File: config.mk
export PLATFORM = sky130hd
export DESIGN_NAME = pie_ctrl
export DESIGN_NICKNAME = d
export VERILOG_FILES = /design/src/design/pie_pkg.sv /design/src/design/pie_ctrl.sv
export SDC_FILE = /design/constraint.sdc
export NUM_CORES = 1
export LEC_CHECK = 0
export ABC_AREA = 1
export BUFFER_PORTS_ARGS = -buffer_cell sky130_fd_sc_hd__buf_4
export CORE_ASPECT_RATIO = 0.8
export CORE_MARGIN = 2
export CORE_UTILIZATION = 53
export CTS_CLUSTER_SIZE = 24
export DETAILED_ROUTE_END_ITERATION = 8
export GPL_ROUTABILITY_DRIVEN = 0
export PLACE_DENSITY_LB_ADDON = 0.3
export SYNTH_ARGS = -nofsm -noshare
export SYNTH_HDL_FRONTEND = slang
export SYNTH_SLANG_ARGS = --single-unit
File: constraint.sdc
create_clock -name clk -period 3.78 [get_ports clk]
set_clock_uncertainty 0.05 [all_clocks]
set_input_delay 0.567 -clock clk [delete_from_list [all_inputs] [get_ports clk]]
set_output_delay 0.567 -clock clk [all_outputs]
set_load 0.01 [all_outputs]
File: src/design/pie_pkg.sv
// Shared types, constants and codes for the positional insert and erase list.
// Used by every module of the block; depends on nothing else.
package pie_pkg;

	localparam int DEPTH      = 64;
	localparam int WORD_WIDTH = 32;
	localparam int CNT_W      = $clog2(DEPTH + 1);
	localparam int POS_W      = $clog2(DEPTH);

	typedef logic [WORD_WIDTH-1:0] word_t;
	typedef logic [CNT_W-1:0]      cnt_t;
	typedef logic [POS_W-1:0]      pos_t;

	typedef enum logic [2:0] {
		REQ_APPEND      = 3'd0,
		REQ_REMOVE_LAST = 3'd1,
		REQ_INSERT      = 3'd2,
		REQ_ERASE_ONE   = 3'd3,
		REQ_ERASE_RANGE = 3'd4,
		REQ_READ        = 3'd5,
		REQ_WRITE       = 3'd6
	} req_t;

	typedef enum logic [1:0] {
		STAT_DONE  = 2'd0,
		STAT_FULL  = 2'd1,
		STAT_RANGE = 2'd2
	} stat_t;

	typedef enum logic [1:0] {
		CELL_HOLD     = 2'd0,
		CELL_LOAD     = 2'd1,
		CELL_INSERT   = 2'd2,
		CELL_SHIFT_DN = 2'd3
	} cell_op_t;

	typedef struct packed {
		cell_op_t op;
		cnt_t     pos;
		word_t    data;
	} cell_cmd_t;

endpackage

File: src/design/pie_ctrl.sv
// Request decoder and sequencer of the list: checks each request, drives the
// cell chain and forms the result. Depends on pie_pkg.
module pie_ctrl import pie_pkg::*; (
	input  logic       clk,
	input  logic       arst_n,
	input  logic       start,
	input  logic [2:0] req_type,
	input  logic [6:0] position,
	input  logic [6:0] range_end,
	input  logic [31:0] data_word,
	input  word_t      rd_word,
	output pos_t       rd_idx,
	output cell_cmd_t  cmd,
	output logic       busy,
	output logic       done,
	output word_t      res_word,
	output cnt_t       count,
	output stat_t      res_stat
);

	typedef enum logic [1:0] {
		FSM_IDLE  = 2'b01,
		FSM_SHIFT = 2'b10
	} fsm_t;

	fsm_t  state_q;
	cnt_t  count_q;
	cnt_t  rem_q;
	cnt_t  pos_q;
	logic  done_q;
	word_t rd_q;
	stat_t stat_q;

	logic  accept;
	cnt_t  pos;
	cnt_t  fin;
	cnt_t  span;
	word_t data;

	cell_cmd_t acc_cmd;
	stat_t     acc_stat;
	cnt_t      acc_count;
	word_t     acc_rd;
	logic      acc_multi;

	assign accept = start && (state_q == FSM_IDLE);
	assign pos    = CNT_W'(position);
	assign fin    = CNT_W'(range_end);
	assign span   = fin - pos;
	assign data   = WORD_WIDTH'(data_word);
	assign rd_idx = POS_W'(pos);

	always_comb begin
		acc_cmd.op   = CELL_HOLD;
		acc_cmd.pos  = pos;
		acc_cmd.data = data;
		acc_stat     = STAT_DONE;
		acc_count    = count_q;
		acc_rd       = '0;
		acc_multi    = 1'b0;
		case (req_t'(req_type))
			REQ_APPEND: begin
				if (count_q >= CNT_W'(DEPTH)) begin
					acc_stat = STAT_FULL;
				end else begin
					acc_cmd.op  = CELL_LOAD;
					acc_cmd.pos = count_q;
					acc_count   = count_q + 1'b1;
				end
			end
			REQ_REMOVE_LAST: begin
				if (count_q == '0) begin
					acc_stat = STAT_RANGE;
				end else begin
					acc_count = count_q - 1'b1;
				end
			end
			REQ_INSERT: begin
				if (pos > count_q) begin
					acc_stat = STAT_RANGE;
				end else if (count_q >= CNT_W'(DEPTH)) begin
					acc_stat = STAT_FULL;
				end else begin
					acc_cmd.op = CELL_INSERT;
					acc_count  = count_q + 1'b1;
				end
			end
			REQ_ERASE_ONE: begin
				if (pos >= count_q) begin
					acc_stat = STAT_RANGE;
				end else begin
					acc_cmd.op = CELL_SHIFT_DN;
					acc_count  = count_q - 1'b1;
				end
			end
			REQ_ERASE_RANGE: begin
				if ((pos > fin) || (fin > count_q)) begin
					acc_stat = STAT_RANGE;
				end else if (span != '0) begin
					acc_cmd.op = CELL_SHIFT_DN;
					acc_count  = count_q - span;
					acc_multi  = (span > CNT_W'(1));
				end
			end
			REQ_READ: begin
				if (pos >= count_q) begin
					acc_stat = STAT_RANGE;
				end else begin
					acc_rd = rd_word;
				end
			end
			REQ_WRITE: begin
				if (pos >= count_q) begin
					acc_stat = STAT_RANGE;
				end else begin
					acc_cmd.op = CELL_LOAD;
				end
			end
			default: begin
				acc_stat = STAT_DONE;
			end
		endcase
	end

	always_comb begin
		cmd.op   = CELL_HOLD;
		cmd.pos  = pos_q;
		cmd.data = data;
		if (state_q == FSM_SHIFT) begin
			cmd.op = CELL_SHIFT_DN;
		end else if (accept) begin
			cmd = acc_cmd;
		end
	end

	always_ff @(posedge clk or negedge arst_n) begin
		if (!arst_n) begin
			state_q <= FSM_IDLE;
			count_q <= '0;
			rem_q   <= '0;
			pos_q   <= '0;
			done_q  <= 1'b0;
		end else begin
			done_q <= 1'b0;
			case (state_q)
				FSM_IDLE: begin
					if (accept) begin
						count_q <= acc_count;
						pos_q   <= pos;
						rem_q   <= span - 1'b1;
						if (acc_multi) begin
							state_q <= FSM_SHIFT;
						end else begin
							done_q <= 1'b1;
						end
					end
				end
				FSM_SHIFT: begin
					rem_q <= rem_q - 1'b1;
					if (rem_q == CNT_W'(1)) begin
						done_q  <= 1'b1;
						state_q <= FSM_IDLE;
					end
				end
				default: begin
					state_q <= FSM_IDLE;
				end
			endcase
		end
	end

	always_ff @(posedge clk) begin
		if (accept) begin
			rd_q   <= acc_rd;
			stat_q <= acc_stat;
		end
	end

	assign busy     = (state_q == FSM_SHIFT);
	assign done     = done_q;
	assign res_word = rd_q;
	assign count    = count_q;
	assign res_stat = stat_q;

endmodule

==> run summary <==
Status -> complete, no violations
Syn Area/Cell -> 7.986 um2
Int Pwr -> 1.912 mW
Post-Syn Area -> 0.004257 mm2
Max Clock Freq -> 0.2935 GHz
Simple-gate portion of the synthesized area -> 23.10%
CP bufs+invs -> 3
CTS resizes -> 0
WP data arrival -> 2.79 ns
Async SR Flop Fraction -> 41.38%
Post-CTS Hold Buffers -> 0
DRT antenna net count -> 0
Critical path's slowest cell -> fa_1
Synth Area in XOR/XNOR -> 1.646%
Max_cap viols -> 0
Number of buffers created by CTS -> 9
Io pins -> 174
Clock buffer depth -> 2
Total GRT Usage -> 25.67%
Setup bufs post-CTS -> 0
Leak -> 2.684 nW
Pre-CTS setup slack -> 0.3910 ns
DR vias -> 3829
Die area -> 0.008769 mm2
Initial core utilization -> 54.06%
Fillcell total -> 669
Synth Area in Adders -> 10.93%
Syn Nets -> 653
Post-Route WL -> 11.01 mm
DP HPWL -> 8.276 mm
Startpoint types -> primary input
CP Class -> primary input to primary output
Post-synth top area cell -> edfxtp_1
CP top delay family -> adder cells
Crit path cell chain -> buf_4 -> ha_1 -> fa_1 -> ha_1 -> inv_1 -> nor2_4 -> nand3_2 -> nor2_4 -> nand3_4 -> nand3_1 -> o221ai_1 -> nand2_1 -> nand2_1 -> buf_4
Critical Path Sink Type -> primary output
HP Class -> primary input to async pin
Post-synthesis mux area share -> 0%
Ys Warns -> 0
Per-cell routed wire length -> 15.18 um
Synth top area share -> 23.99%
Synth cell count leaders -> nand2_1 (95), inv_1 (89), nor2_1 (62), buf_4 (38)
Slew HR -> 46.97%
Reg power frac -> 33.7%
Worst Max-Slew Pin Slew -> 0.7925 ns
Ant. Diodes -> 0
Nets@finish -> 732
Final Worst Setup Slack -> 0.3733 ns
Crit share post-route -> 90.12%
Max-slew violations -> 0
Vias/cell -> 5.281
WP data required -> 3.16 ns
CP max stage delay -> 0.58 ns
Vias in the first global route -> 3645
Sequential cell area fraction in the yosys report -> 38.12%
Setup TNS -> 0 ns
GR Overflow Total -> 0
IO Port Bufs -> 109
Residual DRC -> 0
Synth Flop Type -> edfxtp_1
EDFF count, synth -> 34
Peak supply drop -> 0.3654 mV
Reg clk slew, reported paths -> 0.08 ns
Cell count after synthesis -> 533
# rows -> 29
P&R area growth vs syn -> 21.13%
Post-route cell area -> 0.005156 mm2
Post-layout min period -> 3.407 ns
CP Max Fanout -> 5
Worst-Skew Late Latency -> 0.34 ns
Count leader, synth -> nand2_1
Final Hold Viols -> 0
Root buf cell -> clkbuf_8
Power density cells -> 612.9 mW/mm2
Unrepaired setup endpoints after global routing -> no
Die Ht -> 84.16 um
Hold WS -> 0.07873 ns
DRT Pass-1 Iters -> 5
Core ar. -> 0.007874 mm2
Synth top area cells -> edfxtp_1 (24%), dfrtp_1 (14%), ha_1 (10%)
Clk sinks -> 58
Final Core Density -> 65.49%
Synth Area in Compound Gates -> 10.29%
Share of post-route cells with drive strength above 1 -> 26.09%
Largest net degree at the start of global routing -> 33
CTS tree -> done
Clock power share -> 22.2%
Switch Pwr -> 1.248 mW
Largest family of logic cells by synthesized area -> simple AND/OR/NAND/NOR gates
Final setup viols -> 0
FF+latch count, synth -> 58
H-tree depth -> 3
Sw Share -> 39.50%
Iteration-0 DRC Markers -> 230
Area after DPL -> 0.004916 mm2
Antenna violations before repair -> 0
Die X-Extent -> 104.2 um
Logic pwr share -> 44.1%
First-pass GRT wire length -> 17.94 mm
Count of cell types in the netlist -> 39
## cell type report
| class | count | area (um2) | share of cell area [%] |
|---|---|---|---|
| Multi-Input combinational cell | 337 | 1957 | 37.95 |
| Sequential cell | 58 | 1623 | 31.47 |
| Timing Repair Buffer | 114 | 855.8 | 16.60 |
| Inverter | 92 | 345.3 | 6.697 |
| Tap cell | 108 | 135.1 | 2.621 |
| Clock buffer | 9 | 123.9 | 2.402 |
| Clock inverter | 7 | 116.4 | 2.257 |
## cells by family (layout without fill, tap and decap cells)
logic type / count (synthesis) / after routing
adders and majority gates: 36 / 36
buffers and inverters: 138 / 222
and+or+nand+nor: 216 / 216
xor gates and xnor gates: 8 / 8
DFF: 58 / 58
AOI/OAI and AO/OA: 77 / 77
## power groups by stage
| stage | Clock (mW) | Sequential (mW) | Combinational [mW] |
|---|---|---|---|
| final | 0.702 | 1.06 | 1.39 |
| after global routing | 0.737 | 1.08 | 1.55 |
| after CTS | 0.709 | 1.06 | 1.39 |
| after detailed placement | 0 | 1.06 | 1.37 |
| after global placement | 0 | 1.06 | 1.33 |
| after floorplan | 0 | 1.08 | 0.846 |
## registers in the layout, summed over array words and instances (netlist names)
name and count:
res_word 32, count 7, pos_q 7, rem_q 7, res_stat 2, state_q 2, done 1
## layout by cell type, fill, tap and decap left out, drive strengths merged, types with 3 or more instances in the layout
master	netlist	routed
edfxtp	34	34
xor2	4	4
nand3	27	27
ha	34	34
o21ai	34	34
nor3	4	4
bufinv	0	3
a31oi	7	7
nor2	65	65
nand4	7	7
nand2	107	107
clkinv	1	3
buf	39	114
a21oi	30	30
inv	91	92
xnor2	4	4
clkbuf	7	9
dfrtp	23	23
## worst register-to-register path: stages, from the launching register on
cell and delay, ns:
dfrtp_1 0.40, inv_1 0.06, ha_1 0.23, nand2_1 0.44
inv_1 0.14, buf_4 0.25, a21oi_1 0.47, inv_1 0.26
o311ai_0 0.18, o21ai_0 0.15
## path summary, 6_finish.rpt
path / start / to / slack, ns / cells after the start
max: position[0] / cmd[40] / 0.37 / 14
min: arst_n / rem_q[5] / 0.08 / 1
max reg2reg: state_q[1] / rem_q[2] / 1.01 / 9
min reg2reg: pos_q[3] / pos_q[3] / 0.44 / 2
max in group asynchronous: arst_n / state_q[0] / 3.30 / 1
min in group clk: pos_q[3] / pos_q[3] / 0.44 / 2
## layer usage
metal / track usage (%) / vias up / wire (um) / share of wire (%)
li1: - / 1837 / - / -
met1: 34.12 / 1788 / 4569 / 42
met2: 41.03 / 164 / 5284 / 48
met3: 7.376 / 40 / 945 / 8.6
met4: 8.108 / 0 / 208 / 1.9
met5: 0 / - / 0 / 0
## through the flow
| step | power (mW) | instances |
|---|---|---|
| 3_5_place_dp | 2.431 | 709 |
| 3_3_place_gp | 2.388 | 709 |
| 2_1_floorplan | 1.926 | 533 |
| 6_report | 3.160 | 725 |
| 5_1_grt | 3.374 | 725 |
| 4_1_cts | 3.152 | 725 |
Note: power is estimated with default switching activity, not from simulation.
