--- src/design/pie_pkg.sv ---
// Shared types, constants and codes for the positional insert and erase list.
// Used by every module of the block; depends on nothing else.
package pie_pkg;

	localparam int DEPTH      = 64;
	localparam int WORD_WIDTH = 32;
	localparam int CNT_W      = $clog2(DEPTH + 1);
	localparam int POS_W      = $clog2(DEPTH);

	typedef logic [WORD_WIDTH-1:0] word_t;
	typedef logic [CNT_W-1:0]      cnt_t;
	typedef logic [POS_W-1:0]      pos_t;

	typedef enum logic [2:0] {
		REQ_APPEND      = 3'd0,
		REQ_REMOVE_LAST = 3'd1,
		REQ_INSERT      = 3'd2,
		REQ_ERASE_ONE   = 3'd3,
		REQ_ERASE_RANGE = 3'd4,
		REQ_READ        = 3'd5,
		REQ_WRITE       = 3'd6
	} req_t;

	typedef enum logic [1:0] {
		STAT_DONE  = 2'd0,
		STAT_FULL  = 2'd1,
		STAT_RANGE = 2'd2
	} stat_t;

	typedef enum logic [1:0] {
		CELL_HOLD     = 2'd0,
		CELL_LOAD     = 2'd1,
		CELL_INSERT   = 2'd2,
		CELL_SHIFT_DN = 2'd3
	} cell_op_t;

	typedef struct packed {
		cell_op_t op;
		cnt_t     pos;
		word_t    data;
	} cell_cmd_t;

endpackage

--- src/design/pie_cell.sv ---
// One storage cell of the list chain: holds a single element.
// Depends on pie_pkg for the command structure and word type.
module pie_cell import pie_pkg::*; (
	input  logic      clk,
	input  cnt_t      idx,
	input  cell_cmd_t cmd,
	input  word_t     left_word,
	input  word_t     right_word,
	output word_t     word
);

	word_t word_q;

	always_ff @(posedge clk) begin
		case (cmd.op)
			CELL_LOAD: begin
				if (idx == cmd.pos) begin
					word_q <= cmd.data;
				end
			end
			CELL_INSERT: begin
				if (idx == cmd.pos) begin
					word_q <= cmd.data;
				end else if (idx > cmd.pos) begin
					word_q <= left_word;
				end
			end
			CELL_SHIFT_DN: begin
				if (idx >= cmd.pos) begin
					word_q <= right_word;
				end
			end
			default: begin
				word_q <= word_q;
			end
		endcase
	end

	assign word = word_q;

endmodule

--- config.mk ---
export PLATFORM = sky130hd
export DESIGN_NAME = pie_cell
export DESIGN_NICKNAME = d
export VERILOG_FILES = /design/src/design/pie_pkg.sv /design/src/design/pie_cell.sv
export SDC_FILE = /design/constraint.sdc
export NUM_CORES = 1
export LEC_CHECK = 0
export BUFFER_PORTS_ARGS = -buffer_cell sky130_fd_sc_hd__clkbuf_2
export CAP_MARGIN = 10
export CORE_ASPECT_RATIO = 1.5
export CORE_MARGIN = 5
export CORE_UTILIZATION = 37
export DETAILED_ROUTE_END_ITERATION = 6
export GPL_TIMING_DRIVEN = 0
export PLACE_DENSITY = 0.83
export SETUP_SLACK_MARGIN = 0.1
export SYNTH_ARGS = -nofsm -noshare
export SYNTH_HDL_FRONTEND = slang
export SYNTH_SLANG_ARGS = --single-unit
--- constraint.sdc ---
create_clock -name clk -period 2.55 [get_ports clk]
set_clock_uncertainty 0.15 [all_clocks]
set_input_delay 0.1275 -clock clk [delete_from_list [all_inputs] [get_ports clk]]
set_output_delay 0.1275 -clock clk [all_outputs]
set_load 0.005 [all_outputs]
==> flow_metrics.tcl, run 1 <==
set metrics [dict create \
    path_clk_slew_ns 0.07 \
    start_kind "primary input" \
    cellLeakagePower_uw 0.00133 \
    whs_ns 0.0416 \
    rsz0062_at_grt "false" \
    status "finished clean" \
    cap_violations 0 \
    max-vdd-ir-drop_uv 368 \
    fin_nets 446 \
    cts_tree "built" \
    cp.depth 9 \
    antenna_found_initial 0 \
    powerDensity_mw_per_mm2 506 \
    max_slew_margin_pct 63.8 \
    grt_max_degree 18 \
    cts_buffer_depth 2 \
    mostFrequentLayoutCell "clkbuf_2" \
    drt_wl_total_um 6470 \
    io_buffers 143 \
    cts-htree-levels 2 \
    fp.coreArea_mm2 0.00541 \
    cp_cell_sequence "clkbuf_2, inv_1, ha_1, nand4_1, or2_1, buf_2, nor2_1, o22a_2, buf_16" \
    drive_above_1_share_pct 58.1 \
    ios 145 \
    fin_crit_sh_pct 79.9 \
    end_kind "flip-flop" \
    hold_class "primary input to flip-flop" \
    ys_top_cells_by_area "edfxtp_1 48%, o22ai_2 19%, o22ai_1 11%" \
    setup_viol 0 \
    routedWlPerCell_um 16.3 \
    worst-path-max-fanout 17 \
    via_count 2125 \
    cts-root-buf "clkbuf_8" \
    drt_iter0_markers 102 \
    critPathCapture "word[21]" \
    yosysTopAreaCell "edfxtp_1" \
    cts_hold_buf 0 \
    worstMarginPinSlew_ns 0.543 \
    firstDrtPassIters 4 \
    critical_path.top_delay_family "simple AND/OR/NAND/NOR gates" \
    dp_hpwl_um 5160 \
    avgSynthCellArea_um2 11.5 \
    die_area_mm2 0.00707 \
    synth_seq_cells 32 \
    yosys_warnings 0 \
    crit_slowest_cell "o22a_2" \
    clock.fmax_ghz 0.491 \
    period_needed_ns 2.04 \
    gp_congestion 0.756 \
    fp-row-count 33 \
    grt_pass1_wl_um 9990 \
    floorplan.initialDensity_pct 37.4 \
    yosys.area.top_type_share_pct 47.6 \
    crit_required_ns 2.39 \
    largest_reg_flops 32 \
    antennaDiodeCount 0 \
    synth_nets 295 \
    max_stage_delay_ns 0.44 \
    total_power_uw 1500 \
    cp.arrival_ns 1.87 \
    final_cell_mix "143 x clkbuf_2, 34 x o22ai_1, 34 x a21oi_1" \
    hold_viol_final 0 \
    drc 0 \
    overflow 0 \
    first_global_vias 2243 \
    cts_buffers 5 \
    slew_viol_final 0 \
    viasPerCell 5.35 \
    startpoint "cmd[38]" \
    die_h_um 101 \
    globalRouteTotalUtil_pct 17.5 \
    die_x_um 70.3 \
    critical_path_class "primary input to flip-flop" \
    synthesis.instances 175 \
    crit_buf_inv 4 \
    antenna_left 0 \
    cts.sink_count 32 \
    area_growth_pct 46.5 \
    synthesis.area_mm2 0.00202 \
    synth_cell_types 20 \
    synth-seq-area-share_pct 47.6 \
]
-- kinds of logic (layout without fill, tap and decap cells) --
| kind of cell | Yosys count | after routing | share of synthesized area, % |
|---|---|---|---|
| flops | 32 | 32 | 47.6 |
| simple gates | 9 | 9 | 2.17 |
| compound gates | 102 | 102 | 39.0 |
| fa+ha+maj | 7 | 7 | 4.33 |
| buf+inv | 25 | 177 | 6.93 |
-- metal layers --
| layer | track usage, % | wire, um | vias up |
|---|---|---|---|
| li1 | - | - | 1018 |
| met4 | 7.37 | 135 | 0 |
| met2 | 33.4 | 3540 | 102 |
| met1 | 17.9 | 2320 | 990 |
| met5 | 0 | 0 | - |
| met3 | 3.99 | 469 | 15 |
-- through the flow --
step / cell area, um^2 / utilization (%) / std cells / setup WS, ns / setup TNS [ns]
after global routing: 2960 / 54.7 / 397 / 0.354 / 0
after CTS: 2960 / 54.7 / 397 / 0.201 / 0
after detailed placement: 2850 / 52.7 / 389 / -0.0883 / -1.49
final: 2960 / 54.7 / 397 / 0.513 / 0
after floorplan: 2020 / - / 175 / 0.136 / 0
after global placement: 2820 / 52.2 / 388 / -0.331 / -10.54
-- area by class of cell --
cell class	instances	area [um^2]
flip-flops and latches	32	961
fillers	501	2450
plain buffers	17	110
clock buffers	6	72.6
repair buffers	144	743
clock inverters	2	35.0
multi-input cells	118	921
inverters	8	30.0
well taps	70	87.6
-- Yosys cell counts --
| cell | count |
|---|---|
| nor3_1 | 1 |
| buf_2 | 1 |
| a21oi_1 | 34 |
| nand3_1 | 1 |
| clkbuf_1 | 10 |
| ha_1 | 7 |
| inv_1 | 8 |
| o21ai_2 | 1 |
| nand2_1 | 2 |
| nand4_1 | 1 |
| nand2b_1 | 1 |
| nor2_1 | 2 |
| edfxtp_1 | 32 |
| o22ai_2 | 30 |
| buf_6 | 6 |
| a211oi_1 | 1 |
| o22a_1 | 1 |
| or2_1 | 1 |
| o22ai_1 | 34 |
| o21ai_0 | 1 |
-- where the power goes --
| part | internal, uW | switching, uW | total, uW |
|---|---|---|---|
| clock | 290 | 185 | 474 |
| sequential | 651 | 14.2 | 666 |
| combinational | 179 | 180 | 359 |
| total | 1120 | 379 | 1500 |
-- repair_timing --
item | in CTS | in global routing
setup endpoints to repair | 0 | 17
gates resized for setup | 0 | 1
buffers inserted | 0 | 0
-- worst min-delay path, delay by kind of cell --
family	cells	cell delay (ns)
buffers and inverters	1	0.07
AO/OA/AOI/OAI	2	0.15
-- how the worst min path moves through the flow --
stage / endpoint / start / slack [ns] / cells after the start
after floorplan: word[17] / right_word[17] / 0.23 / 2
after global placement: word[12] / right_word[12] / 0.32 / 3
after detailed placement: word[27] / right_word[27] / 0.33 / 3
after CTS: word[8] / right_word[8] / 0.04 / 3
after global routing: word[12] / right_word[12] / 0.04 / 3
final: word[8] / right_word[8] / 0.04 / 3
Power figures use the tool's default switching activity.
==> run 2: changes to the inputs <==
Settings changed: CORE_UTILIZATION 37 to 41, PLACE_DENSITY 0.83 to 0.87.
Clock period 2.55 ns to 2.1 ns, I/O delays scaled along.
==> flow_metrics.tcl, run 2 (synthesis results as in run 1) <==
set metrics [dict create \
    cts.sink_count 32 \
    final.setup.tns_ns 0 \
    overflow 0 \
    rsz0062_at_grt "true" \
    routedWlPerCell_um 16.3 \
    dp_hpwl_um 4920 \
    largest_reg_flops 32 \
    ios 145 \
    antenna_left 0 \
    die_area_mm2 0.00646 \
    cts_buffers 5 \
    post_cts_buffers 0 \
    use_met3_pct 5.26 \
    cp_cell_sequence "clkbuf_2, inv_1, ha_1, nand4_1, or2_1, buf_2, nor2_1, o22a_4" \
    firstDrtPassIters 4 \
    worst-path-max-fanout 16 \
    cts-htree-levels 2 \
    crit_slowest_cell "o22a_4" \
    cts_buffer_depth 2 \
    critical_path_class "primary input to flip-flop" \
    grt-busiest-layer "met2" \
    mostFrequentLayoutCell "clkbuf_2" \
    drc 0 \
    multi_input_area_um2 946 \
    drt_iter0_markers 74 \
    antennaDiodeCount 0 \
    end_kind "flip-flop" \
    fin_nets 446 \
    hold_viol_final 0 \
    finalNonFillerCells 393 \
    first_global_vias 2212 \
    cellLeakagePower_uw 0.00131 \
    fp-row-count 31 \
    drive_above_1_share_pct 58.1 \
    fin_crit_sh_pct 90.7 \
    die_h_um 96.0 \
    globalRouteTotalUtil_pct 19.3 \
    cp.arrival_ns 1.72 \
    place_inst 384 \
    period_needed_ns 1.91 \
    final_cell_mix "143 x clkbuf_2, 34 x o22ai_1, 34 x a21oi_1" \
    grt_max_degree 33 \
    grt_pass1_wl_um 9280 \
    start_kind "primary input" \
    setup_viol 0 \
    io_buffers 143 \
    max-vdd-ir-drop_uv 342 \
    worstMarginPinSlew_ns 0.593 \
    hold_class "primary input to flip-flop" \
    floorplan.initialDensity_pct 42.0 \
    cts_hold_buf 0 \
    max_stage_delay_ns 0.36 \
    cts_repair_resize_count 0 \
    worstHoldStart "right_word[21]" \
    placed_cell_area_mm2 0.00283 \
    use_met2_pct 35.8 \
    use_met1_pct 18.8 \
    worst_hold_path.endpoint "word[21]" \
    die_x_um 67.3 \
    fill_cells 450 \
    whs_ns 0.0225 \
    drt_wl_total_um 6400 \
    cts-root-buf "clkbuf_8" \
    slew_viol_final 0 \
    register_area_um2 961 \
    powerDensity_mw_per_mm2 579 \
    max_slew_margin_pct 60.4 \
    hold_depth 3 \
    clock.fmax_ghz 0.525 \
    path_clk_slew_ns 0.07 \
    area_growth_pct 44.9 \
    cts_tree "built" \
    viasPerCell 5.44 \
    fp.coreArea_mm2 0.00481 \
    gp_congestion 0.783 \
    via_count 2136 \
    cap_violations 0 \
    crit_required_ns 1.92 \
    stdcell_area_mm2 0.00293 \
    critical_path.top_delay_family "simple AND/OR/NAND/NOR gates" \
    crit_buf_inv 3 \
    status "finished clean" \
    antenna_found_initial 0 \
]
[run 2: cell count changes in the layout (fill, tap and decap cells not counted), sizes merged]
cell	before	now
bufinv	1	0
buf	8	7
clkbuf	159	158
clkinv	1	3
o22a	1	2
[run 2: per-stage QoR]
step | total power, uW | setup slack, ns | util, %
after global routing | 1780 | 0.0824 | 60.9
after detailed placement | 1250 | -0.0934 | 58.8
after floorplan | 1010 | 0.189 | -
after global placement | 1240 | -0.0796 | 58.8
final | 1700 | 0.195 | 60.9
after CTS | 1700 | 0.198 | 60.5
[run 2: power breakdown]
group          internal (uW)  leakage (uW)  switching (uW)  total [uW]
sequential               791      0.000306            16.9         808
clock                    225     0.0000453             231         456
combinational            213      0.000963             219         432
total                   1230       0.00131             467        1700
[run 2: how the worst max path moves through the flow]
stage / start / to / slack, ns / cells after the start
after floorplan: cmd[38] / word[0] / 0.19 / 7
after global placement: cmd[38] / word[2] / -0.08 / 8
after detailed placement: cmd[38] / word[1] / -0.09 / 8
after CTS: cmd[38] / word[1] / 0.20 / 8
after global routing: cmd[38] / word[8] / 0.08 / 8
final: cmd[38] / word[4] / 0.19 / 8
[run 2: routing by layer]
layer  part of all wire (%)  vias up  wire length [um]
li1                       -     1027                 -
met1                     36      996              2310
met2                     54      102              3460
met3                    7.6       11               487
met4                    2.2        0               138
met5                      0        -                 0
[run 2: final cells by class]
type                    count  share of cell area (%)
flip-flops and latches     32                    32.8
multi-input cells         119                    32.3
plain buffers              17                    3.76
well taps                  66                    2.82
clock inverters             3                   0.470
clock buffers               5                    2.35
repair buffers            143                    24.4
inverters                   8                    1.03
